File: src/hdl/assert_macros.svh
// Assertion macros shared by the RTL. Synthesis builds see empty bodies.
`ifndef ASSERT_MACROS_SVH
`define ASSERT_MACROS_SVH

`ifndef SYNTHESIS

// Same-cycle implication, disabled while reset is asserted.
`define ASSERT_IMPLY(label, clk, rst_n, ante, cons) \
  label: assert property (@(posedge clk) disable iff (!rst_n) (ante) |-> (cons)) \
    else $error("assertion failed");

// Next-cycle implication, disabled while reset is asserted.
`define ASSERT_NEXT(label, clk, rst_n, ante, cons) \
  label: assert property (@(posedge clk) disable iff (!rst_n) (ante) |=> (cons)) \
    else $error("assertion failed");

`else

`define ASSERT_IMPLY(label, clk, rst_n, ante, cons)
`define ASSERT_NEXT(label, clk, rst_n, ante, cons)

`endif

`endif

File: src/hdl/sdr_pkg.sv
`timescale 1ns / 1ps
// ----------------------------------------------------------------------------
// SD SPI host package
// Widths, protocol constants and shared types of the SD card SPI-mode host.
// ----------------------------------------------------------------------------
package sdr_pkg;

  // Block geometry and counter widths.
  localparam int unsigned BLOCK_BYTES = 512;
  localparam int unsigned WAKE_BYTES  = 10;
  localparam int unsigned BLK_SHIFT   = $clog2(BLOCK_BYTES);
  localparam int unsigned BCNT_W      = $clog2(BLOCK_BYTES) + 1;
  localparam int unsigned WAIT_W      = 20;
  localparam int unsigned RLIM_W      = 8;
  localparam int unsigned FRAME_BYTES = 6;
  localparam int unsigned EXTRA_END   = 5;
  localparam int unsigned CRC_BYTES   = 2;

  // Input command codes.
  localparam logic [1:0] CMD_INIT = 2'd0;
  localparam logic [1:0] CMD_READ = 2'd1;
  localparam logic [1:0] CMD_BYTE = 2'd2;

  // Completion status codes.
  localparam logic [1:0] ST_OK           = 2'd0;
  localparam logic [1:0] ST_NOT_IDLE     = 2'd1;
  localparam logic [1:0] ST_READ_REFUSED = 2'd2;
  localparam logic [1:0] ST_TOKEN_BAD    = 2'd3;

  // Configuration register indexes.
  localparam logic REG_REPLY_LIMIT = 1'b0;
  localparam logic REG_TOKEN_LIMIT = 1'b1;

  // Reset values of the configuration registers.
  localparam logic [RLIM_W-1:0] RLIM_RESET = 8'd100;
  localparam logic [WAIT_W-1:0] TLIM_RESET = 20'd100000;

  // SD command indexes.
  localparam logic [5:0] SD_CMD0  = 6'd0;
  localparam logic [5:0] SD_CMD8  = 6'd8;
  localparam logic [5:0] SD_CMD17 = 6'd17;
  localparam logic [5:0] SD_CMD41 = 6'd41;
  localparam logic [5:0] SD_CMD55 = 6'd55;
  localparam logic [5:0] SD_CMD58 = 6'd58;

  // Bytes and arguments on the wire.
  localparam logic [1:0]  FRAME_START   = 2'b01;
  localparam logic [7:0]  IDLE_BYTE     = 8'hFF;
  localparam logic [7:0]  START_TOKEN   = 8'hFE;
  localparam logic [7:0]  CMD8_RETRY    = 8'h7F;
  localparam logic [7:0]  REPLY_IDLE    = 8'h01;
  localparam logic [7:0]  REPLY_ILLEGAL = 8'h05;
  localparam logic [7:0]  REPLY_READY   = 8'h00;
  localparam logic [7:0]  CRC_CMD0      = 8'h95;
  localparam logic [7:0]  CRC_CMD8      = 8'h87;
  localparam logic [7:0]  CRC_APP       = 8'h01;
  localparam logic [31:0] ARG_CMD8      = 32'h0000_01AA;
  localparam logic [31:0] ARG_HCS       = 32'h4000_0000;

  // Effective limits after a zero write is promoted to one.
  typedef struct packed {
    logic [RLIM_W-1:0] reply_lim;
    logic [WAIT_W-1:0] token_lim;
  } cfg_t;

  // One result beat.
  typedef struct packed {
    logic [7:0] tx_byte;
    logic       tx_valid;
    logic       chip_select;
    logic [7:0] data_byte;
    logic       data_valid;
    logic       data_last;
    logic       done_res;
    logic [1:0] status;
    logic       high_capacity;
    logic       initialized;
  } res_t;

endpackage

File: src/hdl/sdr_in_if.sv
`timescale 1ns / 1ps
// ----------------------------------------------------------------------------
// SD SPI host input channel
// Valid/ready channel carrying one command or one received card byte per beat.
// ----------------------------------------------------------------------------
interface sdr_in_if;
  logic        valid;
  logic        ready;
  logic [1:0]  command;
  logic [31:0] sector;
  logic [7:0]  rx_byte;

  modport source (output valid, command, sector, rx_byte, input ready);
  modport sink (input valid, command, sector, rx_byte, output ready);
endinterface

File: src/hdl/sdr_out_if.sv
`timescale 1ns / 1ps
// ----------------------------------------------------------------------------
// SD SPI host output channel
// Valid/ready channel carrying the next SPI byte, block data and status.
// ----------------------------------------------------------------------------
interface sdr_out_if;
  logic       valid;
  logic       ready;
  logic [7:0] tx_byte;
  logic       tx_valid;
  logic       chip_select;
  logic [7:0] data_byte;
  logic       data_valid;
  logic       data_last;
  logic       done_res;
  logic [1:0] status;
  logic       high_capacity;
  logic       initialized;

  modport source (
    output valid, tx_byte, tx_valid, chip_select, data_byte, data_valid,
           data_last, done_res, status, high_capacity, initialized,
    input  ready
  );
  modport sink (
    input  valid, tx_byte, tx_valid, chip_select, data_byte, data_valid,
           data_last, done_res, status, high_capacity, initialized,
    output ready
  );
endinterface

File: src/hdl/sdr_cfg.sv
`timescale 1ns / 1ps
// ----------------------------------------------------------------------------
// SD SPI host configuration registers
// APB-style register file holding the reply poll and token wait limits.
// ----------------------------------------------------------------------------
module sdr_cfg (
  input  logic                clk_i,
  input  logic                rst_ni,
  input  logic                psel,
  input  logic                penable,
  input  logic                pwrite,
  input  logic [2:0]          paddr,
  input  logic [31:0]         pwdata,
  output logic [31:0]         prdata,
  output logic                pready,
  output sdr_pkg::cfg_t       cfg_o
);

  logic [sdr_pkg::RLIM_W-1:0] reply_lim_q;
  logic [sdr_pkg::WAIT_W-1:0] token_lim_q;
  logic                       wr_en;
  logic                       reg_sel;

  assign pready  = 1'b1;
  assign reg_sel = paddr[2];
  assign wr_en   = psel && penable && pwrite;

  // Register writes in the access phase.
  always_ff @(posedge clk_i or negedge rst_ni) begin
    if (!rst_ni) begin
      reply_lim_q <= sdr_pkg::RLIM_RESET;
      token_lim_q <= sdr_pkg::TLIM_RESET;
    end else if (wr_en) begin
      if (reg_sel == sdr_pkg::REG_REPLY_LIMIT) begin
        reply_lim_q <= pwdata[sdr_pkg::RLIM_W-1:0];
      end else begin
        token_lim_q <= pwdata[sdr_pkg::WAIT_W-1:0];
      end
    end
  end

  // Read back the stored values.
  always_comb begin
    if (reg_sel == sdr_pkg::REG_REPLY_LIMIT) begin
      prdata = {{(32 - sdr_pkg::RLIM_W){1'b0}}, reply_lim_q};
    end else begin
      prdata = {{(32 - sdr_pkg::WAIT_W){1'b0}}, token_lim_q};
    end
  end

  // A limit of zero behaves as a limit of one.
  always_comb begin
    cfg_o.reply_lim = (reply_lim_q == '0) ? sdr_pkg::RLIM_W'(1) : reply_lim_q;
    cfg_o.token_lim = (token_lim_q == '0) ? sdr_pkg::WAIT_W'(1) : token_lim_q;
  end

endmodule

File: src/hdl/sdr_seq.sv
`timescale 1ns / 1ps
// ----------------------------------------------------------------------------
// SD SPI host sequencer
// Card state and the per-byte decision logic for init and block read.
// ----------------------------------------------------------------------------
module sdr_seq (
  input  logic                clk_i,
  input  logic                rst_ni,
  input  logic                step_i,
  input  logic [1:0]          cmd_i,
  input  logic [31:0]         sector_i,
  input  logic [7:0]          rx_i,
  input  sdr_pkg::cfg_t       cfg_i,
  output sdr_pkg::res_t       res_o
);

  // Sequencer phases.
  localparam logic [3:0] PH_IDLE  = 4'd0;
  localparam logic [3:0] PH_WAKE  = 4'd1;
  localparam logic [3:0] PH_FRAME = 4'd2;
  localparam logic [3:0] PH_POLL  = 4'd3;
  localparam logic [3:0] PH_EXTRA = 4'd4;
  localparam logic [3:0] PH_TAIL1 = 4'd5;
  localparam logic [3:0] PH_TAIL2 = 4'd6;
  localparam logic [3:0] PH_TOKEN = 4'd7;
  localparam logic [3:0] PH_DATA  = 4'd8;
  localparam logic [3:0] PH_CRC   = 4'd9;

  localparam int unsigned BW = sdr_pkg::BCNT_W;
  localparam int unsigned WW = sdr_pkg::WAIT_W;

  logic [3:0]    phase_q, phase_d;
  logic [5:0]    cur_q, cur_d;
  logic [31:0]   addr_q, addr_d;
  logic [BW-1:0] bcnt_q, bcnt_d;
  logic [WW-1:0] wait_q, wait_d;
  logic [7:0]    r0_q, r0_d;
  logic [7:0]    r1_q, r1_d;
  logic          v2_q, v2_d;
  logic          hc_q, hc_d;
  logic          init_q, init_d;
  logic          cs_q, cs_d;

  logic [BW-1:0] bcnt_inc;
  logic [WW-1:0] wait_inc;
  logic          reply_ok;
  logic          do_start;
  logic [5:0]    st_cmd;
  logic [31:0]   st_arg;
  logic          do_cfin;
  logic [7:0]    fin_r0;

  // Byte k of a six-byte command frame.
  function automatic logic [7:0] frame_byte(input logic [2:0] k, input logic [5:0] cmd,
                                            input logic [31:0] arg);
    logic [7:0] b;
    unique case (k)
      3'd0: b = {sdr_pkg::FRAME_START, cmd};
      3'd1: b = arg[31:24];
      3'd2: b = arg[23:16];
      3'd3: b = arg[15:8];
      3'd4: b = arg[7:0];
      default: begin
        if (cmd == sdr_pkg::SD_CMD0) begin
          b = sdr_pkg::CRC_CMD0;
        end else if (cmd == sdr_pkg::SD_CMD8) begin
          b = sdr_pkg::CRC_CMD8;
        end else if (cmd == sdr_pkg::SD_CMD55 || cmd == sdr_pkg::SD_CMD41) begin
          b = sdr_pkg::CRC_APP;
        end else begin
          b = sdr_pkg::IDLE_BYTE;
        end
      end
    endcase
    return b;
  endfunction

  assign bcnt_inc = bcnt_q + BW'(1);
  assign wait_inc = wait_q + WW'(1);

  // Next state and result for the item in the input register.
  always_comb begin
    phase_d  = phase_q;
    cur_d    = cur_q;
    addr_d   = addr_q;
    bcnt_d   = bcnt_q;
    wait_d   = wait_q;
    r0_d     = r0_q;
    r1_d     = r1_q;
    v2_d     = v2_q;
    hc_d     = hc_q;
    init_d   = init_q;
    cs_d     = cs_q;
    res_o    = '0;
    reply_ok = 1'b0;
    do_start = 1'b0;
    st_cmd   = sdr_pkg::SD_CMD0;
    st_arg   = '0;
    do_cfin  = 1'b0;
    fin_r0   = r0_q;

    unique case (cmd_i)
      sdr_pkg::CMD_INIT: begin
        init_d         = 1'b0;
        cs_d           = 1'b1;
        phase_d        = PH_WAKE;
        bcnt_d         = '0;
        res_o.tx_byte  = sdr_pkg::IDLE_BYTE;
        res_o.tx_valid = 1'b1;
      end
      sdr_pkg::CMD_READ: begin
        do_start = 1'b1;
        st_cmd   = sdr_pkg::SD_CMD17;
        st_arg   = hc_q ? sector_i : (sector_i << sdr_pkg::BLK_SHIFT);
      end
      sdr_pkg::CMD_BYTE: begin
        unique case (phase_q)
          PH_WAKE: begin
            bcnt_d = bcnt_inc;
            if (bcnt_inc >= BW'(sdr_pkg::WAKE_BYTES)) begin
              do_start = 1'b1;
              st_cmd   = sdr_pkg::SD_CMD0;
              st_arg   = '0;
            end else begin
              res_o.tx_byte  = sdr_pkg::IDLE_BYTE;
              res_o.tx_valid = 1'b1;
            end
          end
          PH_FRAME: begin
            bcnt_d = bcnt_inc;
            if (bcnt_inc < BW'(sdr_pkg::FRAME_BYTES)) begin
              res_o.tx_byte  = frame_byte(bcnt_inc[2:0], cur_q, addr_q);
              res_o.tx_valid = 1'b1;
            end else begin
              phase_d        = PH_POLL;
              wait_d         = '0;
              res_o.tx_byte  = sdr_pkg::IDLE_BYTE;
              res_o.tx_valid = 1'b1;
            end
          end
          PH_POLL: begin
            r0_d   = rx_i;
            wait_d = wait_inc;
            if (!rx_i[7]) begin
              if (cur_q == sdr_pkg::SD_CMD0 || cur_q == sdr_pkg::SD_CMD8 ||
                  cur_q == sdr_pkg::SD_CMD55) begin
                reply_ok = (rx_i == sdr_pkg::REPLY_IDLE) || (rx_i == sdr_pkg::REPLY_ILLEGAL);
              end else begin
                reply_ok = (rx_i == sdr_pkg::REPLY_READY);
              end
            end
            if (cur_q == sdr_pkg::SD_CMD8 && rx_i == sdr_pkg::CMD8_RETRY) begin
              // Card busy with CMD8: send the whole frame again.
              phase_d        = PH_FRAME;
              bcnt_d         = '0;
              res_o.tx_byte  = frame_byte(3'd0, cur_q, addr_q);
              res_o.tx_valid = 1'b1;
            end else if (reply_ok || wait_inc >= WW'(cfg_i.reply_lim)) begin
              if (cur_q == sdr_pkg::SD_CMD8 || cur_q == sdr_pkg::SD_CMD58) begin
                phase_d        = PH_EXTRA;
                bcnt_d         = BW'(1);
                res_o.tx_byte  = sdr_pkg::IDLE_BYTE;
                res_o.tx_valid = 1'b1;
              end else if (cur_q == sdr_pkg::SD_CMD17) begin
                do_cfin = 1'b1;
                fin_r0  = rx_i;
              end else begin
                phase_d        = PH_TAIL1;
                res_o.tx_byte  = sdr_pkg::IDLE_BYTE;
                res_o.tx_valid = 1'b1;
              end
            end else begin
              res_o.tx_byte  = sdr_pkg::IDLE_BYTE;
              res_o.tx_valid = 1'b1;
            end
          end
          PH_EXTRA: begin
            // Only the first OCR byte is ever looked at.
            if (bcnt_q == BW'(1)) begin
              r1_d = rx_i;
            end
            bcnt_d = bcnt_inc;
            if (bcnt_inc >= BW'(sdr_pkg::EXTRA_END)) begin
              if (cur_q == sdr_pkg::SD_CMD58) begin
                hc_d = r1_q[6];
              end
              phase_d = PH_TAIL1;
            end
            res_o.tx_byte  = sdr_pkg::IDLE_BYTE;
            res_o.tx_valid = 1'b1;
          end
          PH_TAIL1: begin
            cs_d           = 1'b1;
            phase_d        = PH_TAIL2;
            res_o.tx_byte  = sdr_pkg::IDLE_BYTE;
            res_o.tx_valid = 1'b1;
          end
          PH_TAIL2: begin
            do_cfin = 1'b1;
          end
          PH_TOKEN: begin
            wait_d = wait_inc;
            if (rx_i != sdr_pkg::IDLE_BYTE) begin
              if (rx_i == sdr_pkg::START_TOKEN) begin
                phase_d        = PH_DATA;
                bcnt_d         = '0;
                res_o.tx_byte  = sdr_pkg::IDLE_BYTE;
                res_o.tx_valid = 1'b1;
              end else begin
                phase_d        = PH_IDLE;
                res_o.done_res = 1'b1;
                res_o.status   = sdr_pkg::ST_TOKEN_BAD;
              end
            end else if (wait_inc >= cfg_i.token_lim) begin
              phase_d        = PH_IDLE;
              res_o.done_res = 1'b1;
              res_o.status   = sdr_pkg::ST_TOKEN_BAD;
            end else begin
              res_o.tx_byte  = sdr_pkg::IDLE_BYTE;
              res_o.tx_valid = 1'b1;
            end
          end
          PH_DATA: begin
            res_o.data_byte  = rx_i;
            res_o.data_valid = 1'b1;
            bcnt_d           = bcnt_inc;
            if (bcnt_inc >= BW'(sdr_pkg::BLOCK_BYTES)) begin
              res_o.data_last = 1'b1;
              phase_d         = PH_CRC;
              bcnt_d          = '0;
            end
            res_o.tx_byte  = sdr_pkg::IDLE_BYTE;
            res_o.tx_valid = 1'b1;
          end
          PH_CRC: begin
            bcnt_d = bcnt_inc;
            if (bcnt_inc >= BW'(sdr_pkg::CRC_BYTES)) begin
              cs_d           = 1'b1;
              phase_d        = PH_IDLE;
              res_o.done_res = 1'b1;
              res_o.status   = sdr_pkg::ST_OK;
            end else begin
              res_o.tx_byte  = sdr_pkg::IDLE_BYTE;
              res_o.tx_valid = 1'b1;
            end
          end
          default: begin
            // Idle: a stray card byte changes nothing.
          end
        endcase
      end
      default: begin
        // Unused command code: ignored.
      end
    endcase

    // A command has run to completion: start the next one, wait for the start token, or end the operation.
    if (do_cfin) begin
      unique case (cur_q)
        sdr_pkg::SD_CMD0: begin
          if (fin_r0 != sdr_pkg::REPLY_IDLE) begin
            phase_d        = PH_IDLE;
            res_o.done_res = 1'b1;
            res_o.status   = sdr_pkg::ST_NOT_IDLE;
          end else begin
            do_start = 1'b1;
            st_cmd   = sdr_pkg::SD_CMD8;
            st_arg   = sdr_pkg::ARG_CMD8;
          end
        end
        sdr_pkg::SD_CMD8: begin
          v2_d     = (fin_r0 == sdr_pkg::REPLY_IDLE);
          do_start = 1'b1;
          st_cmd   = sdr_pkg::SD_CMD55;
        end
        sdr_pkg::SD_CMD55: begin
          do_start = 1'b1;
          st_cmd   = sdr_pkg::SD_CMD41;
          st_arg   = v2_q ? sdr_pkg::ARG_HCS : '0;
        end
        sdr_pkg::SD_CMD41: begin
          do_start = 1'b1;
          st_cmd   = (fin_r0 == sdr_pkg::REPLY_READY) ? sdr_pkg::SD_CMD58 : sdr_pkg::SD_CMD55;
        end
        sdr_pkg::SD_CMD58: begin
          init_d         = 1'b1;
          phase_d        = PH_IDLE;
          res_o.done_res = 1'b1;
          res_o.status   = sdr_pkg::ST_OK;
        end
        default: begin
          // Block read: the reply gates the wait for the start token.
          if (fin_r0 != sdr_pkg::REPLY_READY) begin
            phase_d        = PH_IDLE;
            res_o.done_res = 1'b1;
            res_o.status   = sdr_pkg::ST_READ_REFUSED;
          end else begin
            phase_d        = PH_TOKEN;
            wait_d         = '0;
            res_o.tx_byte  = sdr_pkg::IDLE_BYTE;
            res_o.tx_valid = 1'b1;
          end
        end
      endcase
    end

    // Launch a new command frame with the card selected.
    if (do_start) begin
      cur_d          = st_cmd;
      addr_d         = st_arg;
      r0_d           = '0;
      r1_d           = '0;
      cs_d           = 1'b0;
      phase_d        = PH_FRAME;
      bcnt_d         = '0;
      res_o.tx_byte  = frame_byte(3'd0, st_cmd, st_arg);
      res_o.tx_valid = 1'b1;
    end

    res_o.chip_select   = cs_d;
    res_o.high_capacity = hc_d;
    res_o.initialized   = init_d;
  end

  // Control state.
  always_ff @(posedge clk_i or negedge rst_ni) begin
    if (!rst_ni) begin
      phase_q <= PH_IDLE;
      cur_q   <= '0;
      addr_q  <= '0;
      bcnt_q  <= '0;
      wait_q  <= '0;
      r0_q    <= '0;
      r1_q    <= '0;
      v2_q    <= 1'b0;
      hc_q    <= 1'b0;
      init_q  <= 1'b0;
      cs_q    <= 1'b1;
    end else if (step_i) begin
      phase_q <= phase_d;
      cur_q   <= cur_d;
      addr_q  <= addr_d;
      bcnt_q  <= bcnt_d;
      wait_q  <= wait_d;
      r0_q    <= r0_d;
      r1_q    <= r1_d;
      v2_q    <= v2_d;
      hc_q    <= hc_d;
      init_q  <= init_d;
      cs_q    <= cs_d;
    end
  end

endmodule

File: src/hdl/sd_spi_init_and_block_read.sv
`timescale 1ns / 1ps
// ----------------------------------------------------------------------------
// SD card SPI-mode host: initialization and single block read
// Byte-exchange sequencer with an input register and a result register.
// ----------------------------------------------------------------------------
// Usage:
//   in_i carries one beat per SPI byte exchange: command 0 starts card
//   initialization, command 1 starts a block read of the given sector, and
//   command 2 hands back the byte the card returned in the last exchange.
//   out_o returns exactly one beat per input beat: the next byte to shift
//   out and its select level, block data with a last flag, and the done
//   flag with a status code when an operation ends.
//   The APB port sets the reply poll limit (offset 0) and the start token
//   wait limit (offset 4); write them only while no operation is running.
// Timing:
//   An input beat is registered in the input register and decided when it moves on
//   to the result register, which offers its result beat on out_o.
//   While out_o is not stalled, one beat is accepted per cycle; the sequencer
//   state updates in the same cycle as the result register, which sets that rate.
// Reset and stall:
//   Reset empties both registers, deselects the card and clears all state.
//   When out_o is stalled the result holds and one more input beat can wait
//   in the input register before in_i.ready drops.
// ----------------------------------------------------------------------------
`include "assert_macros.svh"

module sd_spi_init_and_block_read (
  input  logic        clk_i,
  input  logic        rst_ni,
  sdr_in_if.sink      in_i,
  sdr_out_if.source   out_o,
  input  logic        psel,
  input  logic        penable,
  input  logic        pwrite,
  input  logic [2:0]  paddr,
  input  logic [31:0] pwdata,
  output logic [31:0] prdata,
  output logic        pready
);

  sdr_pkg::cfg_t cfg;
  sdr_pkg::res_t res_d, res_q;

  logic        s1_valid_q, s1_valid_d;
  logic [1:0]  cmd_q;
  logic [31:0] sector_q;
  logic [7:0]  rx_q;
  logic        out_valid_q, out_valid_d;
  logic        adv;
  logic        in_acc;

  // Configuration registers.
  sdr_cfg u_cfg (
    .clk_i   (clk_i),
    .rst_ni  (rst_ni),
    .psel    (psel),
    .penable (penable),
    .pwrite  (pwrite),
    .paddr   (paddr),
    .pwdata  (pwdata),
    .prdata  (prdata),
    .pready  (pready),
    .cfg_o   (cfg)
  );

  // Pipeline handshake: the input stage moves when the result slot frees.
  assign adv         = s1_valid_q && (!out_valid_q || out_o.ready);
  assign in_i.ready  = !s1_valid_q || adv;
  assign in_acc      = in_i.valid && in_i.ready;
  assign s1_valid_d  = in_acc || (s1_valid_q && !adv);
  assign out_valid_d = adv || (out_valid_q && !out_o.ready);

  always_ff @(posedge clk_i or negedge rst_ni) begin
    if (!rst_ni) begin
      s1_valid_q  <= 1'b0;
      out_valid_q <= 1'b0;
    end else begin
      s1_valid_q  <= s1_valid_d;
      out_valid_q <= out_valid_d;
    end
  end

  // Input register.
  always_ff @(posedge clk_i) begin
    if (in_acc) begin
      cmd_q    <= in_i.command;
      sector_q <= in_i.sector;
      rx_q     <= in_i.rx_byte;
    end
  end

  // Sequencer decides the result and updates its state on advance.
  sdr_seq u_seq (
    .clk_i    (clk_i),
    .rst_ni   (rst_ni),
    .step_i   (adv),
    .cmd_i    (cmd_q),
    .sector_i (sector_q),
    .rx_i     (rx_q),
    .cfg_i    (cfg),
    .res_o    (res_d)
  );

  // Result register.
  always_ff @(posedge clk_i) begin
    if (adv) begin
      res_q <= res_d;
    end
  end

  assign out_o.valid         = out_valid_q;
  assign out_o.tx_byte       = res_q.tx_byte;
  assign out_o.tx_valid      = res_q.tx_valid;
  assign out_o.chip_select   = res_q.chip_select;
  assign out_o.data_byte     = res_q.data_byte;
  assign out_o.data_valid    = res_q.data_valid;
  assign out_o.data_last     = res_q.data_last;
  assign out_o.done_res      = res_q.done_res;
  assign out_o.status        = res_q.status;
  assign out_o.high_capacity = res_q.high_capacity;
  assign out_o.initialized   = res_q.initialized;

  // Checks on the sequencer and the pipeline.
  `ASSERT_IMPLY(a_status_on_done, clk_i, rst_ni, out_valid_q && res_q.status != sdr_pkg::ST_OK, res_q.done_res)
  `ASSERT_IMPLY(a_done_stops_tx, clk_i, rst_ni, out_valid_q && res_q.done_res, !res_q.tx_valid)
  `ASSERT_IMPLY(a_data_selected, clk_i, rst_ni, out_valid_q && res_q.data_valid, res_q.tx_valid && !res_q.chip_select)
  `ASSERT_IMPLY(a_last_is_data, clk_i, rst_ni, out_valid_q && res_q.data_last, res_q.data_valid)
  `ASSERT_NEXT(a_adv_fills_out, clk_i, rst_ni, adv, out_valid_q)

endmodule
File: src/flat_wrapper.sv
// flat-port wrapper written by rule: the top's interface ports become plain ports
module sd_spi_init_and_block_read_flat 
  (clk_i, rst_ni, psel, penable, pwrite, paddr, pwdata, prdata, pready, in_i_valid, in_i_command, in_i_sector, in_i_rx_byte, in_i_ready, out_o_valid, out_o_tx_byte, out_o_tx_valid, out_o_chip_select, out_o_data_byte, out_o_data_valid, out_o_data_last, out_o_done_res, out_o_status, out_o_high_capacity, out_o_initialized, out_o_ready);
  sdr_in_if in_i_i ();
  sdr_out_if out_o_i ();
  input  logic clk_i;
  input  logic rst_ni;
  input  logic psel;
  input  logic penable;
  input  logic pwrite;
  input  logic [2:0] paddr;
  input  logic [31:0] pwdata;
  output logic [31:0] prdata;
  output logic pready;
  input wire logic [$bits(in_i_i.valid)-1:0] in_i_valid;
  input wire logic [$bits(in_i_i.command)-1:0] in_i_command;
  input wire logic [$bits(in_i_i.sector)-1:0] in_i_sector;
  input wire logic [$bits(in_i_i.rx_byte)-1:0] in_i_rx_byte;
  output wire logic [$bits(in_i_i.ready)-1:0] in_i_ready;
  output wire logic [$bits(out_o_i.valid)-1:0] out_o_valid;
  output wire logic [$bits(out_o_i.tx_byte)-1:0] out_o_tx_byte;
  output wire logic [$bits(out_o_i.tx_valid)-1:0] out_o_tx_valid;
  output wire logic [$bits(out_o_i.chip_select)-1:0] out_o_chip_select;
  output wire logic [$bits(out_o_i.data_byte)-1:0] out_o_data_byte;
  output wire logic [$bits(out_o_i.data_valid)-1:0] out_o_data_valid;
  output wire logic [$bits(out_o_i.data_last)-1:0] out_o_data_last;
  output wire logic [$bits(out_o_i.done_res)-1:0] out_o_done_res;
  output wire logic [$bits(out_o_i.status)-1:0] out_o_status;
  output wire logic [$bits(out_o_i.high_capacity)-1:0] out_o_high_capacity;
  output wire logic [$bits(out_o_i.initialized)-1:0] out_o_initialized;
  input wire logic [$bits(out_o_i.ready)-1:0] out_o_ready;
  assign in_i_i.valid = in_i_valid;
  assign in_i_i.command = in_i_command;
  assign in_i_i.sector = in_i_sector;
  assign in_i_i.rx_byte = in_i_rx_byte;
  assign in_i_ready = in_i_i.ready;
  assign out_o_valid = out_o_i.valid;
  assign out_o_tx_byte = out_o_i.tx_byte;
  assign out_o_tx_valid = out_o_i.tx_valid;
  assign out_o_chip_select = out_o_i.chip_select;
  assign out_o_data_byte = out_o_i.data_byte;
  assign out_o_data_valid = out_o_i.data_valid;
  assign out_o_data_last = out_o_i.data_last;
  assign out_o_done_res = out_o_i.done_res;
  assign out_o_status = out_o_i.status;
  assign out_o_high_capacity = out_o_i.high_capacity;
  assign out_o_initialized = out_o_i.initialized;
  assign out_o_i.ready = out_o_ready;
  sd_spi_init_and_block_read u_core (.clk_i(clk_i), .rst_ni(rst_ni), .in_i(in_i_i), .out_o(out_o_i), .psel(psel), .penable(penable), .pwrite(pwrite), .paddr(paddr), .pwdata(pwdata), .prdata(prdata), .pready(pready));
endmodule
File: config.mk
export PLATFORM = sky130hd
export DESIGN_NAME = sd_spi_init_and_block_read_flat
export DESIGN_NICKNAME = d
export VERILOG_FILES = /design/src/hdl/sdr_pkg.sv /design/src/hdl/sdr_in_if.sv /design/src/hdl/sdr_out_if.sv /design/src/hdl/sdr_cfg.sv /design/src/hdl/sdr_seq.sv /design/src/hdl/sd_spi_init_and_block_read.sv /design/src/flat_wrapper.sv
export VERILOG_INCLUDE_DIRS = /design/src /design/src/hdl
export SDC_FILE = /design/constraint.sdc
export NUM_CORES = 1
export LEC_CHECK = 0
export BUFFER_PORTS_ARGS = -buffer_cell sky130_fd_sc_hd__buf_2
export CORE_MARGIN = 2
export CORE_UTILIZATION = 25
export CTS_BUF_LIST = sky130_fd_sc_hd__clkbuf_4
export DETAILED_ROUTE_END_ITERATION = 6
export GPL_ROUTABILITY_DRIVEN = 0
export GPL_TIMING_DRIVEN = 0
export PLACE_DENSITY = 0.51
export SETUP_SLACK_MARGIN = 0.5
export SYNTH_ARGS = -nofsm -noshare
export SYNTH_HDL_FRONTEND = slang
export SYNTH_HIERARCHICAL = 1
export SYNTH_SLANG_ARGS = --single-unit
File: constraint.sdc
create_clock -name clk_i -period 4.8 [get_ports clk_i]
set_input_delay 0.24 -clock clk_i [delete_from_list [all_inputs] [get_ports clk_i]]
set_output_delay 0.24 -clock clk_i [all_outputs]
set_load 0.02 [all_outputs]
# Word-level counts from Yosys, hierarchy flattened
# Cells that the tools add are included.
[totals]
ff_bits = 188
inputBits = 84
output_inout_bits = 60
wordCells = 238
[op_classes]
n_addsub = 2
magnitude_cmp = 7
eq_ne = 33
n_mux = 119
n_bitwise = 1
n_reduce_logical = 47
[op_table]
columns = ["op", "count"]
rows = [
  ["two-way mux 20 bit", 7],
  ["two-way mux 32 bit", 4],
  ["two-way mux 9 bit", 13],
  ["two-way mux 8 bit", 13],
  ["two-way mux 10 bit", 7],
  ["case mux 32 bit (2 select lines)", 1],
  ["two-way mux 4 bit", 15],
  ["case mux 9 bit (6 select lines)", 1],
  ["case mux 10 bit (4 select lines)", 1],
  ["case mux 20 bit (2 select lines)", 1],
  ["case mux 8 bit (5 select lines)", 1],
  ["two-way mux 7 bit", 5],
  ["two-way mux 31 bit", 1],
  ["case mux 4 bit (7 select lines)", 1],
  ["two-way mux 3 bit", 9],
  ["logical NOT 8 bit", 3],
  ["case mux 6 bit (4 select lines)", 1],
  ["two-way mux 1 bit", 23],
  ["adder 20 x 1 -> 20 bit, second input constant", 1],
  [">= comparator 20 bit", 1],
  [">= comparator 20 x 8 -> 1 bit", 1],
  ["logical NOT 20 bit", 1],
  ["case mux 10 bit (2 select lines)", 1],
  ["equality test 6 bit, second input constant", 3],
  ["54 further kinds", 94],
]

# Longest topological paths before layout
# Gate-level depths: netlist of the first run.
[depth]
ltp_word = 18
ltp_mapped = 17

# Cells and area by module
# Netlist of the first run, hierarchy kept.
[by_module_without_submodules]
columns = ["module", "n_inst", "cells_per_inst", "area_each_um2", "seq_area_each_um2"]
rows = [
  ["sdr_seq", 1, 837, 6812.8, 2128.3],
  ["sd_spi_init_and_block_read", 1, 75, 2115.8, 2062.0],
  ["sdr_cfg", 1, 133, 1601.5, 711.9],
]

# Worst setup path before layout of the first run
# OpenSTA, ideal clock, no wires.
[synth_path]
path_kind = "reg-to-reg"
from = "register u_core.u_seq.wait_q[0]"
to = "register u_core.res_q (netlist bit u_core/out_o.tx_byte[5]) (data pin)"
setup_ns = 0.271
t_arrival_ns = 3.384
path_slack_ns = 1.145
stages_incl_launch_ff = 15
path_cell_list = "dfrtp_1 > ha_1 > nand3_1 > nor3_1 > nand2b_1 > nand2_1 > ha_1 > and4_1 > nor4b_1 > o31a_1 > o22ai_1 > a311oi_1 > nand3_1 > a2111oi_0 > o32ai_1"
[synth_rtl]
columns = ["item", "line", "source"]
rows = [
  ["start, declared", "sdr_seq.sv:36", "logic [WW-1:0] wait_q, wait_d;"],
  ["start signal, assigned", "sdr_seq.sv:344", "wait_q <= wait_d;"],
  ["end signal, assigned", "sd_spi_init_and_block_read.sv:107", "res_q <= res_d;"],
  ["end, declared", "sd_spi_init_and_block_read.sv:42", "sdr_pkg::res_t res_d, res_q;"],
]

==> qor.tcl, run 1 <==
set qor(drc_marker_count_from_the_first_detailed_route_iteration) 659
set qor(asyncSetResetFlopFracSynth) 0.6319
set qor(p_per_area_nw_per_um2) 372.1
set qor(detail_route.wl_per_cell_um) 16.86
set qor(seq_power_share) 0.426
set qor(synth_enable_flop_cells) 67
set qor(post_synth_mux_area_share) 0.07771
set qor(post_synth.cell_area_avg_sq_um) 10.08
set qor(vias) 8769
set qor(holdCritStartpoint) {paddr[2]}
set qor(critical_path.reg2reg.endpoint) {u_core/out_o.tx_byte[5]$_DFFE_PP_}
set qor(synthDominantCellAreaShare) 0.2495
set qor(setup.worst_path.end_class) {register}
set qor(cts_num_sinks) 182
set qor(buffer_ports.inserted) 116
set qor(place_hpwl_um) 22320
set qor(maxCapViolCount) 0
set qor(synth_top_cells_by_count) {sky130_fd_sc_hd__nand2_1 (111), sky130_fd_sc_hd__dfrtp_1 (105), sky130_fd_sc_hd__edfxtp_1 (67), sky130_fd_sc_hd__nor2_1 (67), sky130_fd_sc_hd__o21ai_0 (61)}
set qor(post_synth_fa_ha_maj_area_fraction) 0.04634
set qor(pwr-share-clk) 0.187
set qor(power.internal_w) 0.002844
set qor(finalSetupTns_ps) 0
set qor(synth_xor_xnor_area_share) 0.01913
set qor(global_route_wire_length_before_repair_um) 48670
set qor(timing.fmax_mhz) 240.9
set qor(grt_antenna_before_repair) 1
set qor(post-synth-top-area-cell) {sky130_fd_sc_hd__dfrtp_1}
set qor(synth_compound_area_frac) 0.1614
set qor(clk_latency_worst_skew_pair_ps) 670
set qor(total_power_w) 0.004806
set qor(finalCritPeriodShare) 0.8649
set qor(place_area_sq_um) 11860
set qor(timing.clock.skew_ps) 38.18
set qor(ctsHtreeMaxLevel) 4
set qor(syn-instance-count) 1045
set qor(maximum_number_of_pins_on_one_net_before_global_route_repair) 78
set qor(route.final.wire_length_um) 30610
set qor(design.core.area_sq_um) 41760
set qor(min-delay-path-class) {input pin to register}
set qor(cpLargestDelayFamily) {compound AO/OA/AOI/OAI gates}
set qor(tritoncts) {done}
set qor(mappedNetlistArea_sq_um) 10530
set qor(remaining_drc_errors) 0
set qor(slowest_stage) {sky130_fd_sc_hd__dfrtp_1}
set qor(timing.hold.worst_path_depth) 4
set qor(synth_sequential_area_ratio) 0.4655
set qor(ys_ff_latch) 182
set qor(worstReg2RegStart) {u_core/u_seq/wait_q[0]$_DFFE_PN0P_}
set qor(post-route-min-period_ps) 4151
set qor(switching_share) 0.4082
set qor(kind_of_start_point_of_the_critical_path) {register}
set qor(most_frequent_cell_after_synthesis) {sky130_fd_sc_hd__nand2_1}
set qor(grt.total_usage) 0.1431
set qor(unrepaired_setup_endpoints_after_global_routing) {true}
set qor(final_nets) 1386
set qor(setup.reg_to_reg.worst_slack_ps) 650
set qor(post_synth_and_or_nand_nor_area_fraction) 0.1705
set qor(slew-limit-headroom) 0.3393
set qor(cts_buffers) 17
set qor(cellLeakagePower_nw) 5.727
set qor(synth_warnings) 6
set qor(report.final.setup_viol) 0
set qor(final_area_sq_um) 12920
set qor(die_outline_width_um) 209.2
set qor(r2r.worst_path.cells) 15
set qor(worst_hold_path.endpoint) {u_core/u_cfg/token_lim_q[3]$_DFFE_PN0P_}
set qor(post-route-worst-setup-slack_ps) 648.6
set qor(worst_ep_arrival_time_ps) 4580
set qor(drt_pre_antenna_iters) 5
set qor(power.ir.vdd_worst_mv) 0.1917
set qor(synth_top_family_by_area) {simple AND/OR/NAND/NOR gates}
set qor(cp_max_fo) 6
set qor(criticalPathCategory) {register to register}
set qor(worst-slew-pin-transition_ps) 983.5
set qor(cpPeakStageDelay_ps) 520
set qor(via_per_inst) 4.831
set qor(outcome) {finished, final reports clean}
set qor(ioPinCount) 144
set qor(number_of_nets_still_failing_antenna_checks_after_routing) 0
set qor(synthToLayoutAreaGrowth_pct) 22.66
set qor(floorplan.initialDensity) 0.2522
set qor(p_switching_w) 0.001962
set qor(post-place-ws_ps) 21.02
set qor(clk_pin_slew_worst_paths_ps) 200
set qor(die-height_um) 209.2
set qor(number_of_global_route_vias_before_repair) 8729
set qor(critPathBufInv) 0
set qor(layout-drive-gt1-share) 0.2047
set qor(area_enclosed_by_the_die_boundary_sq_um) 43780
set qor(crit_chain) {ha_1 > nand3_2 > nor3_4 > nand3_1 > xnor2_1 > ha_1 > o21a_1 > o211ai_1 > a21oi_1 > o31a_1 > o22ai_2 > a311oi_2 > nand3_1 > a2111oi_0 > o32ai_1}
set qor(globalRouteOverflowTotal) 0
set qor(p_comb_frac) 0.388
set qor(clk_path_buf_depth) 2
set qor(slew_violations) 0
set qor(ys_top_cells_by_area) {sky130_fd_sc_hd__dfrtp_1 (25%), sky130_fd_sc_hd__edfxtp_1 (19%), sky130_fd_sc_hd__ha_1 (4.6%)}
set qor(core.rowCount) 75
set qor(yosysUniqueCellTypes) 85
set qor(postSynth.topFlopCell) {sky130_fd_sc_hd__dfrtp_1}
set qor(worstPathRequired_ps) 5230
set qor(cts-root-buf) {sky130_fd_sc_hd__clkbuf_4}
set qor(post-cts-setup-buffers) 0
set qor(timing.final.hold_violations) 0
layer usage:
metal / global-route usage / share of wire
met2: 0.2347 / 0.47
met5: 0 / 0
met1: 0.1925 / 0.47
met4: 0.04729 / 0.016
met3: 0.02254 / 0.039
power by group through the flow:
stage	Clock, W	Combinational [W]	Sequential, W
after global routing	0.00100	0.00206	0.00208
final	0.000898	0.00186	0.00205
after global placement	0	0.00176	0.00207
after floorplan	0	0.00124	0.00204
after CTS	0.000958	0.00184	0.00205
after detailed placement	0	0.00177	0.00208
worst min-delay path: cells and delay by family:
kind	cells	cell delay (ps)
mux	1	170
simple gates	1	90
buf+inv	2	310
state kept, by name, indices dropped and copies added, names as in the netlist, 2 cells and up:
name                      cells
u_core/u_cfg/reply_lim_q      8
u_core/u_seq/r0_q             8
u_core/u_seq/wait_q          20
u_core/out_o.data_byte        8
u_core/u_cfg/token_lim_q     20
u_core/sector_q              32
u_core/u_seq/cur_q            6
u_core/u_seq/phase_q          4
u_core/u_seq/addr_q          32
u_core/out_o.tx_byte          8
u_core/out_o.status           2
u_core/u_seq/bcnt_q          10
u_core/cmd_q                  2
u_core/rx_q                   8
metrics by stage:
step,instances,hold WS (ps),utilization
global placement,1711,419.0,0.2832
detailed placement,1712,197.9,0.2840
CTS,1814,68.82,0.3091
finish,1815,172.6,0.3093
global route,1815,128.8,0.3093
floorplan,1056,-55.59,-
cell type report:
class	count	area, sq um
fillers	4370	28840
multi-input cells	740	5104
flip-flops and latches	182	4902
repair buffers	188	1325
well taps	539	674.4
plain buffers	90	455.4
inverters	44	165.2
clock inverters	14	160.2
clock buffers	17	127.6
diodes	1	2.502
placed cells by master (no fill, tap or decap), types with 31 or more instances in the layout:
| cell type | count |
|---|---|
| sky130_fd_sc_hd__o21ai_0 | 61 |
| sky130_fd_sc_hd__inv_1 | 43 |
| sky130_fd_sc_hd__ha_1 | 39 |
| sky130_fd_sc_hd__and2_1 | 32 |
| sky130_fd_sc_hd__edfxtp_1 | 67 |
| sky130_fd_sc_hd__nor2_1 | 66 |
| sky130_fd_sc_hd__clkbuf_1 | 53 |
| sky130_fd_sc_hd__a21oi_1 | 31 |
| sky130_fd_sc_hd__nand2_1 | 111 |
| sky130_fd_sc_hd__buf_2 | 123 |
| sky130_fd_sc_hd__dfrtp_1 | 105 |
| sky130_fd_sc_hd__dlygate4sd3_1 | 71 |
logic make-up (layout without fill, tap and decap cells):
logic type      count (synthesis)  in the layout
fa+ha+maj                      39             39
flops                         182            182
xor+xnor                       23             23
simple gates                  348            348
mux                            69             69
compound gates                248            248
buf+inv                       134            353
other cells                     2             14
worst max path at each step:
stage / endpoint / from / depth (start not counted)
finish: u_core/out_o.tx_byte[5]$_DFFE_PP_ / u_core/u_seq/wait_q[0]$_DFFE_PN0P_ / 15
global route: u_core/out_o.tx_byte[5]$_DFFE_PP_ / u_core/u_seq/wait_q[3]$_DFFE_PN0P_ / 15
CTS: u_core/out_o.tx_byte[5]$_DFFE_PP_ / u_core/u_seq/wait_q[3]$_DFFE_PN0P_ / 15
detailed placement: u_core/out_o.tx_byte[5]$_DFFE_PP_ / u_core/u_seq/wait_q[0]$_DFFE_PN0P_ / 14
global placement: u_core/out_o.tx_byte[5]$_DFFE_PP_ / u_core/u_seq/wait_q[0]$_DFFE_PN0P_ / 14
floorplan: u_core/out_o.tx_byte[5]$_DFFE_PP_ / u_core/u_seq/wait_q[0]$_DFFE_PN0P_ / 14
timing repair:
item | in CTS | in global routing
hold buffers | 71 | 0
gates resized for setup | 9 | 5
endpoints found under the hold margin | 185 | 0
endpoints found under the setup margin | 9 | 21
pin swaps | 0 | 1
Note: power is estimated with default switching activity, not from simulation.
==> run 2, diff against run 1 <==
==> constraint.sdc (replaced) <==
create_clock -name clk_i -period 4.17 [get_ports clk_i]
set_input_delay 0.2085 -clock clk_i [delete_from_list [all_inputs] [get_ports clk_i]]
set_output_delay 0.2085 -clock clk_i [all_outputs]
set_load 0.02 [all_outputs]
==> qor.tcl, run 2 (same netlist as run 1, synthesis figures left out) <==
set qor(maximum_number_of_pins_on_one_net_before_global_route_repair) 78 ;# unchanged
set qor(final_nets) 1431 ;# +3.2%
set qor(worst_ep_arrival_time_ps) 4110 ;# -470 ps
set qor(criticalPathCategory) {register to register}
set qor(clk_path_buf_depth) 2 ;# unchanged
set qor(cpPeakStageDelay_ps) 450 ;# -70 ps
set qor(design.core.area_sq_um) 41760 ;# unchanged
set qor(cp_max_fo) 7 ;# +1
set qor(layout-drive-gt1-share) 0.2902 ;# +0.08545
set qor(nFillCells) 4306 ;# -1.5%
set qor(via_per_inst) 4.831 ;# about the same
set qor(cts_num_sinks) 182 ;# unchanged
set qor(place_hpwl_um) 22320 ;# unchanged
set qor(buffer_ports.inserted) 116 ;# unchanged
set qor(crit_chain) {buf_12 > nand4_4 > or2_0 > buf_6 > o21ai_4 > nand2_2 > ha_4 > and4_4 > nor4b_4 > o31a_1 > o22ai_4 > a311oi_4 > nand3_2 > buf_6 > a2111oi_4 > o32ai_2}
set qor(clk_latency_worst_skew_pair_ps) 670 ;# about the same
set qor(cellLeakagePower_nw) 6.100 ;# +6.5%
set qor(drc_marker_count_from_the_first_detailed_route_iteration) 586 ;# -11%
set qor(global_route_wire_length_before_repair_um) 49760 ;# +2.3%
set qor(post-route-min-period_ps) 3674 ;# -477.3 ps
set qor(slew-limit-headroom) 0.3298 ;# -0.009494
set qor(kind_of_start_point_of_the_critical_path) {register}
set qor(final_cell_mix) {sky130_fd_sc_hd__buf_2 (122), sky130_fd_sc_hd__nand2_1 (107), sky130_fd_sc_hd__dfrtp_1 (98)}
set qor(cts_buffers) 17 ;# unchanged
set qor(power.ir.vdd_worst_mv) 0.2216 ;# +16%
set qor(unrepaired_setup_endpoints_after_global_routing) {true}
set qor(number_of_global_route_vias_before_repair) 8925 ;# +2.2%
set qor(cell_with_the_most_instances_on_the_worst_path) {sky130_fd_sc_hd__buf_6}
set qor(detail_route.wl_per_cell_um) 17.01 ;# +0.87%
set qor(cts-root-buf) {sky130_fd_sc_hd__clkbuf_4}
set qor(critical_path.reg2reg.endpoint) {u_core/out_o.tx_byte[5]$_DFFE_PP_}
set qor(finalSetupTns_ps) 0 ;# unchanged
set qor(tritoncts) {done}
set qor(timing.final.hold_violations) 0 ;# unchanged
set qor(floorplan.initialDensity) 0.2522 ;# unchanged
set qor(r2r.worst_path.cells) 16 ;# +1
set qor(setup.worst_path.end_class) {register}
set qor(timing.clock.skew_ps) 39.48 ;# +1.302 ps
set qor(final_common_cell) {sky130_fd_sc_hd__buf_2}
set qor(timing.fmax_mhz) 272.2 ;# +13%
set qor(slew_violations) 0 ;# unchanged
set qor(core.rowCount) 75 ;# unchanged
set qor(p_per_area_nw_per_um2) 429.2 ;# +15%
set qor(number_of_nets_still_failing_antenna_checks_after_routing) 0 ;# unchanged
set qor(post-place-ws_ps) -609.0 ;# -630.0 ps
set qor(die_outline_width_um) 209.2 ;# unchanged
set qor(ioPinCount) 144 ;# unchanged
set qor(grt.total_usage) 0.1460 ;# +0.002897
set qor(area_enclosed_by_the_die_boundary_sq_um) 43780 ;# unchanged
set qor(globalRouteOverflowTotal) 0 ;# unchanged
set qor(die-height_um) 209.2 ;# unchanged
set qor(clk_pin_slew_worst_paths_ps) 200 ;# about the same
set qor(synthToLayoutAreaGrowth_pct) 31.35
set qor(slowest_stage) {sky130_fd_sc_hd__dfrtp_2}
set qor(drt_pre_antenna_iters) 5 ;# unchanged
set qor(final_area_sq_um) 13830 ;# +7.1%
set qor(worstReg2RegStart) {u_core/u_seq/wait_q[0]$_DFFE_PN0P_}
set qor(ctsHtreeMaxLevel) 4 ;# unchanged
set qor(maxCapViolCount) 0 ;# unchanged
set qor(worst-slew-pin-transition_ps) 997.6 ;# +14.13 ps
set qor(vias) 8986 ;# +2.5%
set qor(place_area_sq_um) 11860 ;# unchanged
set qor(post-route-worst-setup-slack_ps) 495.8 ;# -152.7 ps
set qor(route.final.wire_length_um) 31640 ;# +3.4%
set qor(finalCritPeriodShare) 0.8811 ;# +0.01621
set qor(worstPathRequired_ps) 4610 ;# -620 ps
set qor(biggestRegsByFlops) {u_core/sector_q: 32 flops, u_core/u_seq/addr_q: 32 flops}
set qor(min-delay-path-class) {input pin to asynchronous set/reset pin}
set qor(outcome) {finished, final reports clean}
set qor(report.final.setup_viol) 0 ;# unchanged
set qor(remaining_drc_errors) 0 ;# unchanged
set qor(grt_antenna_before_repair) 1 ;# unchanged
set qor(setup.reg_to_reg.worst_slack_ps) 500 ;# -150 ps
run 2: worst max path at each step:
stage                                             start                                end  slack (ps)
6_report             u_core/u_seq/wait_q[0]$_DFFE_PN0P_  u_core/out_o.tx_byte[5]$_DFFE_PP_         500
5_1_grt              u_core/u_seq/wait_q[0]$_DFFE_PN0P_  u_core/out_o.tx_byte[5]$_DFFE_PP_         320
4_1_cts        u_core/u_cfg/token_lim_q[11]$_DFFE_PN0P_  u_core/out_o.tx_byte[5]$_DFFE_PP_         430
3_5_place_dp         u_core/u_seq/wait_q[0]$_DFFE_PN0P_  u_core/out_o.tx_byte[5]$_DFFE_PP_        -610
3_3_place_gp         u_core/u_seq/wait_q[0]$_DFFE_PN0P_  u_core/out_o.tx_byte[5]$_DFFE_PP_        -530
2_1_floorplan        u_core/u_seq/wait_q[0]$_DFFE_PN0P_  u_core/out_o.tx_byte[5]$_DFFE_PP_         520
run 2: area by class of cell:
class / instances / area, sq um / share of cell area
Multi-Input combinational cell: 740 / 5588 / 0.4040
Antenna cell: 1 / 2.502 / 0.0001809
Buffer: 90 / 485.5 / 0.03510
Clock inverter: 14 / 160.2 / 0.01158
Clock buffer: 17 / 127.6 / 0.009227
Sequential cell: 182 / 4911 / 0.3551
Inverter: 44 / 165.2 / 0.01194
Tap cell: 539 / 674.4 / 0.04876
Timing Repair Buffer: 233 / 1717 / 0.1241
run 2: layer usage:
metal | track usage | wire length [um] | vias up
met5 | 0 | 0 | -
li1 | - | - | 4289
met4 | 0.04606 | 476 | 0
met3 | 0.02239 | 1271 | 31
met2 | 0.2420 | 15260 | 245
met1 | 0.1956 | 14630 | 4421
run 2: through the flow:
| step | hold slack (ps) | std cells | utilization | power, W |
|---|---|---|---|---|
| 2_1_floorplan | -87.09 | 1056 | - | 0.003776 |
| 3_3_place_gp | 387.5 | 1711 | 0.2832 | 0.004411 |
| 3_5_place_dp | 166.4 | 1712 | 0.2840 | 0.004434 |
| 4_1_cts | 37.32 | 1841 | 0.3196 | 0.005828 |
| 5_1_grt | 76.31 | 1860 | 0.3312 | 0.006329 |
| 6_report | 122.8 | 1860 | 0.3312 | 0.005936 |
run 2: timing repair:
| item | CTS | global route |
|---|---|---|
| hold endpoints to repair | 185 | 0 |
| cloned | 0 | 0 |
| hold buffers | 70 | 0 |
| buffers inserted | 28 | 18 |
| endpoints found under the setup margin | 79 | 90 |
| gates resized for setup | 61 | 85 |
| pin swaps | 25 | 30 |
run 2: power breakdown:
group | total [W] | internal (W) | switching [W] | leakage, nW
sequential | 0.00236 | 0.00215 | 0.000215 | 2.13
combinational | 0.00254 | 0.00109 | 0.00145 | 3.81
clock | 0.00103 | 0.000274 | 0.000758 | 0.154
run 2: worst max-delay path, delay by kind of cell, from the launching register on:
family / cells / cell delay [ps]
AOI/OAI and AO/OA: 6 / 1260
and+or+nand+nor: 6 / 1050
DFF: 1 / 450
buffers and inverters: 3 / 440
adders and majority gates: 1 / 270
==> run 3, diff against run 2 <==
==> constraint.sdc (replaced) <==
create_clock -name clk_i -period 4.6 [get_ports clk_i]
set_input_delay 0.23 -clock clk_i [delete_from_list [all_inputs] [get_ports clk_i]]
set_output_delay 0.23 -clock clk_i [all_outputs]
set_load 0.02 [all_outputs]
==> qor.tcl, run 3 (same netlist as run 1, synthesis figures left out) <==
set qor(outcome) {finished, final reports clean}
set qor(final_common_cell) {sky130_fd_sc_hd__buf_2}
set qor(core.rowCount) 75 ;# unchanged
set qor(criticalPathCategory) {register to register}
set qor(final_cell_mix) {sky130_fd_sc_hd__buf_2 (123), sky130_fd_sc_hd__nand2_1 (110), sky130_fd_sc_hd__dfrtp_1 (104)}
set qor(report.final.setup_viol) 0 ;# unchanged
set qor(min-delay-path-class) {input pin to asynchronous set/reset pin}
set qor(ctsHtreeMaxLevel) 4 ;# unchanged
set qor(cp_max_fo) 9 ;# +2
set qor(clk_path_buf_depth) 2 ;# unchanged
set qor(ff_latch_area_sq_um) 4903 ;# -0.15%
set qor(die-height_um) 209.2 ;# unchanged
set qor(via_per_inst) 4.822 ;# -0.18%
set qor(grt_met1_use) 0.1927 ;# -0.002897
set qor(setup.reg_to_reg.worst_slack_ps) 670 ;# +180 ps
set qor(slowest_stage) {sky130_fd_sc_hd__a311oi_2}
set qor(worstPathRequired_ps) 5020 ;# +410 ps
set qor(place_area_sq_um) 11860 ;# unchanged
set qor(area_enclosed_by_the_die_boundary_sq_um) 43780 ;# unchanged
set qor(number_of_global_route_vias_before_repair) 8721 ;# -2.3%
set qor(route.final.wire_length_um) 30770 ;# -2.7%
set qor(floorplan.initialDensity) 0.2522 ;# unchanged
set qor(finalCritPeriodShare) 0.8537 ;# -0.02743
set qor(globalRouteMet3Util) 0.02254 ;# +0.0001503
set qor(worst_hold_slack_ps) 150.5 ;# +27.71 ps
set qor(multi_input_area_sq_um) 5204 ;# -6.9%
set qor(buffer_ports.inserted) 116 ;# unchanged
set qor(cts_buffers) 17 ;# unchanged
set qor(slew_violations) 0 ;# unchanged
set qor(timing.fmax_mhz) 254.7 ;# -6.4%
set qor(final_nets) 1390 ;# -2.9%
set qor(crit_chain) {buf_4 > nand4_4 > or2_0 > buf_2 > nor3_1 > xor2_1 > ha_1 > o21a_1 > o211ai_1 > a21oi_1 > o31a_1 > o22ai_2 > a311oi_2 > nand3_2 > a2111oi_1 > o32ai_1}
set qor(placedCellCount) 1712 ;# unchanged
set qor(drc_marker_count_from_the_first_detailed_route_iteration) 610 ;# +4.1%
set qor(setup.worst_path.end_class) {register}
set qor(kind_of_start_point_of_the_critical_path) {register}
set qor(layout.cells.non_filler) 1819 ;# -2.2%
set qor(maxCapViolCount) 0 ;# unchanged
set qor(maximum_number_of_pins_on_one_net_before_global_route_repair) 78 ;# unchanged
set qor(tritoncts) {done}
set qor(slew-limit-headroom) 0.3260 ;# -0.003753
set qor(clk_pin_slew_worst_paths_ps) 190 ;# about the same
set qor(post-route-min-period_ps) 3927 ;# +252.7 ps
set qor(p_per_area_nw_per_um2) 389.4 ;# -9.3%
set qor(synthToLayoutAreaGrowth_pct) 24.03
set qor(place_hpwl_um) 22320 ;# unchanged
set qor(globalRouteOverflowTotal) 0 ;# unchanged
set qor(grt.total_usage) 0.1430 ;# -0.002929
set qor(detail_route.wl_per_cell_um) 16.91 ;# -0.56%
set qor(cts_num_sinks) 182 ;# unchanged
set qor(power.ir.vdd_worst_mv) 0.2001 ;# -9.7%
set qor(clk_latency_worst_skew_pair_ps) 660 ;# about the same
set qor(cellLeakagePower_nw) 5.785 ;# -5.2%
set qor(drt_pre_antenna_iters) 7 ;# +2
set qor(ioPinCount) 144 ;# unchanged
set qor(layout-drive-gt1-share) 0.2213 ;# -0.06888
set qor(vias) 8772 ;# -2.4%
set qor(die_outline_width_um) 209.2 ;# unchanged
set qor(design.core.area_sq_um) 41760 ;# unchanged
set qor(nFillCells) 4364 ;# +1.3%
set qor(final_area_sq_um) 13060 ;# -5.6%
set qor(timing.clock.skew_ps) 35.81 ;# -3.670 ps
set qor(worst-slew-pin-transition_ps) 1003 ;# +5.587 ps
set qor(cts-root-buf) {sky130_fd_sc_hd__clkbuf_4}
set qor(grt_antenna_before_repair) 1 ;# unchanged
set qor(cpPeakStageDelay_ps) 410 ;# -40 ps
set qor(grt_busiest_layer) {met2}
set qor(number_of_nets_still_failing_antenna_checks_after_routing) 0 ;# unchanged
set qor(worst_ep_arrival_time_ps) 4340 ;# +230 ps
set qor(r2r.worst_path.cells) 16 ;# unchanged
set qor(grt_use_met2) 0.2344 ;# -0.007586
set qor(remaining_drc_errors) 0 ;# unchanged
set qor(unrepaired_setup_endpoints_after_global_routing) {true}
set qor(biggestRegsByFlops) {u_core/sector_q: 32 flops, u_core/u_seq/addr_q: 32 flops}
set qor(timing.final.hold_violations) 0 ;# unchanged
set qor(global_route_wire_length_before_repair_um) 48670 ;# -2.2%
run 3: per-stage QoR:
stage,TNS (ps),utilization,setup slack [ps],power [W]
2_1_floorplan,0,-,945.1,0.003423
3_3_place_gp,-99.33,0.2832,-99.33,0.003999
3_5_place_dp,-179.0,0.2840,-179.0,0.004020
4_1_cts,0,0.3092,435.3,0.005073
5_1_grt,0,0.3127,456.3,0.005446
6_report,0,0.3127,673.1,0.005086
run 3: final timing paths:
path	endpoint	from
max reg2reg	u_core/out_o.tx_byte[5]$_DFFE_PP_	u_core/u_seq/wait_q[2]$_DFFE_PN0P_
max	u_core/out_o.tx_byte[5]$_DFFE_PP_	u_core/u_seq/wait_q[2]$_DFFE_PN0P_
min reg2reg	u_core/u_seq/addr_q[31]$_DFFE_PN0P_	u_core/u_seq/addr_q[31]$_DFFE_PN0P_
min in group clk_i	u_core/u_cfg/token_lim_q[3]$_DFFE_PN0P_	paddr[2]
max in group asynchronous	u_core/u_seq/cs_q$_DFFE_PN1P_	rst_ni
min	u_core/u_cfg/reply_lim_q[6]$_DFFE_PN1P_	rst_ni
run 3: area by class of cell:
type,count,share of cell area
multi-input cells,740,0.3984
flip-flops and latches,182,0.3755
repair buffers,192,0.1043
well taps,539,0.05164
plain buffers,90,0.03526
inverters,44,0.01265
clock inverters,14,0.01226
clock buffers,17,0.009772
diodes,1,0.0001916
run 3: critical path, delay by kind of cell (launching register included):
| family | cells | cell delay (ps) |
|---|---|---|
| AOI/OAI and AO/OA | 8 | 1680 |
| and+or+nand+nor | 4 | 840 |
| DFF | 1 | 360 |
| buffers and inverters | 2 | 320 |
| adders and majority gates | 1 | 320 |
| xor gates and xnor gates | 1 | 160 |
run 3: power breakdown:
part | switching [W] | internal, W | leakage, nW
Clock | 0.000686 | 0.000249 | 0.154
Sequential | 0.000200 | 0.00194 | 2.14
Combinational | 0.00119 | 0.000819 | 3.49
run 3: what timing repair did:
item                                   4_1_cts  5_1_grt
endpoints found under the hold margin      185        0
setup endpoints to repair                   11       57
hold buffers                                70        0
gates resized for setup                     11       30
gates cloned                                 0        0
pin swaps                                    1        4
buffers inserted                             0        5
run 3: per-layer routing:
layer / vias to the layer above / routed length [um]
li1: 4217 / -
met1: 4275 / 14290
met2: 242 / 14660
met3: 38 / 1330
met4: 0 / 480
met5: - / 0
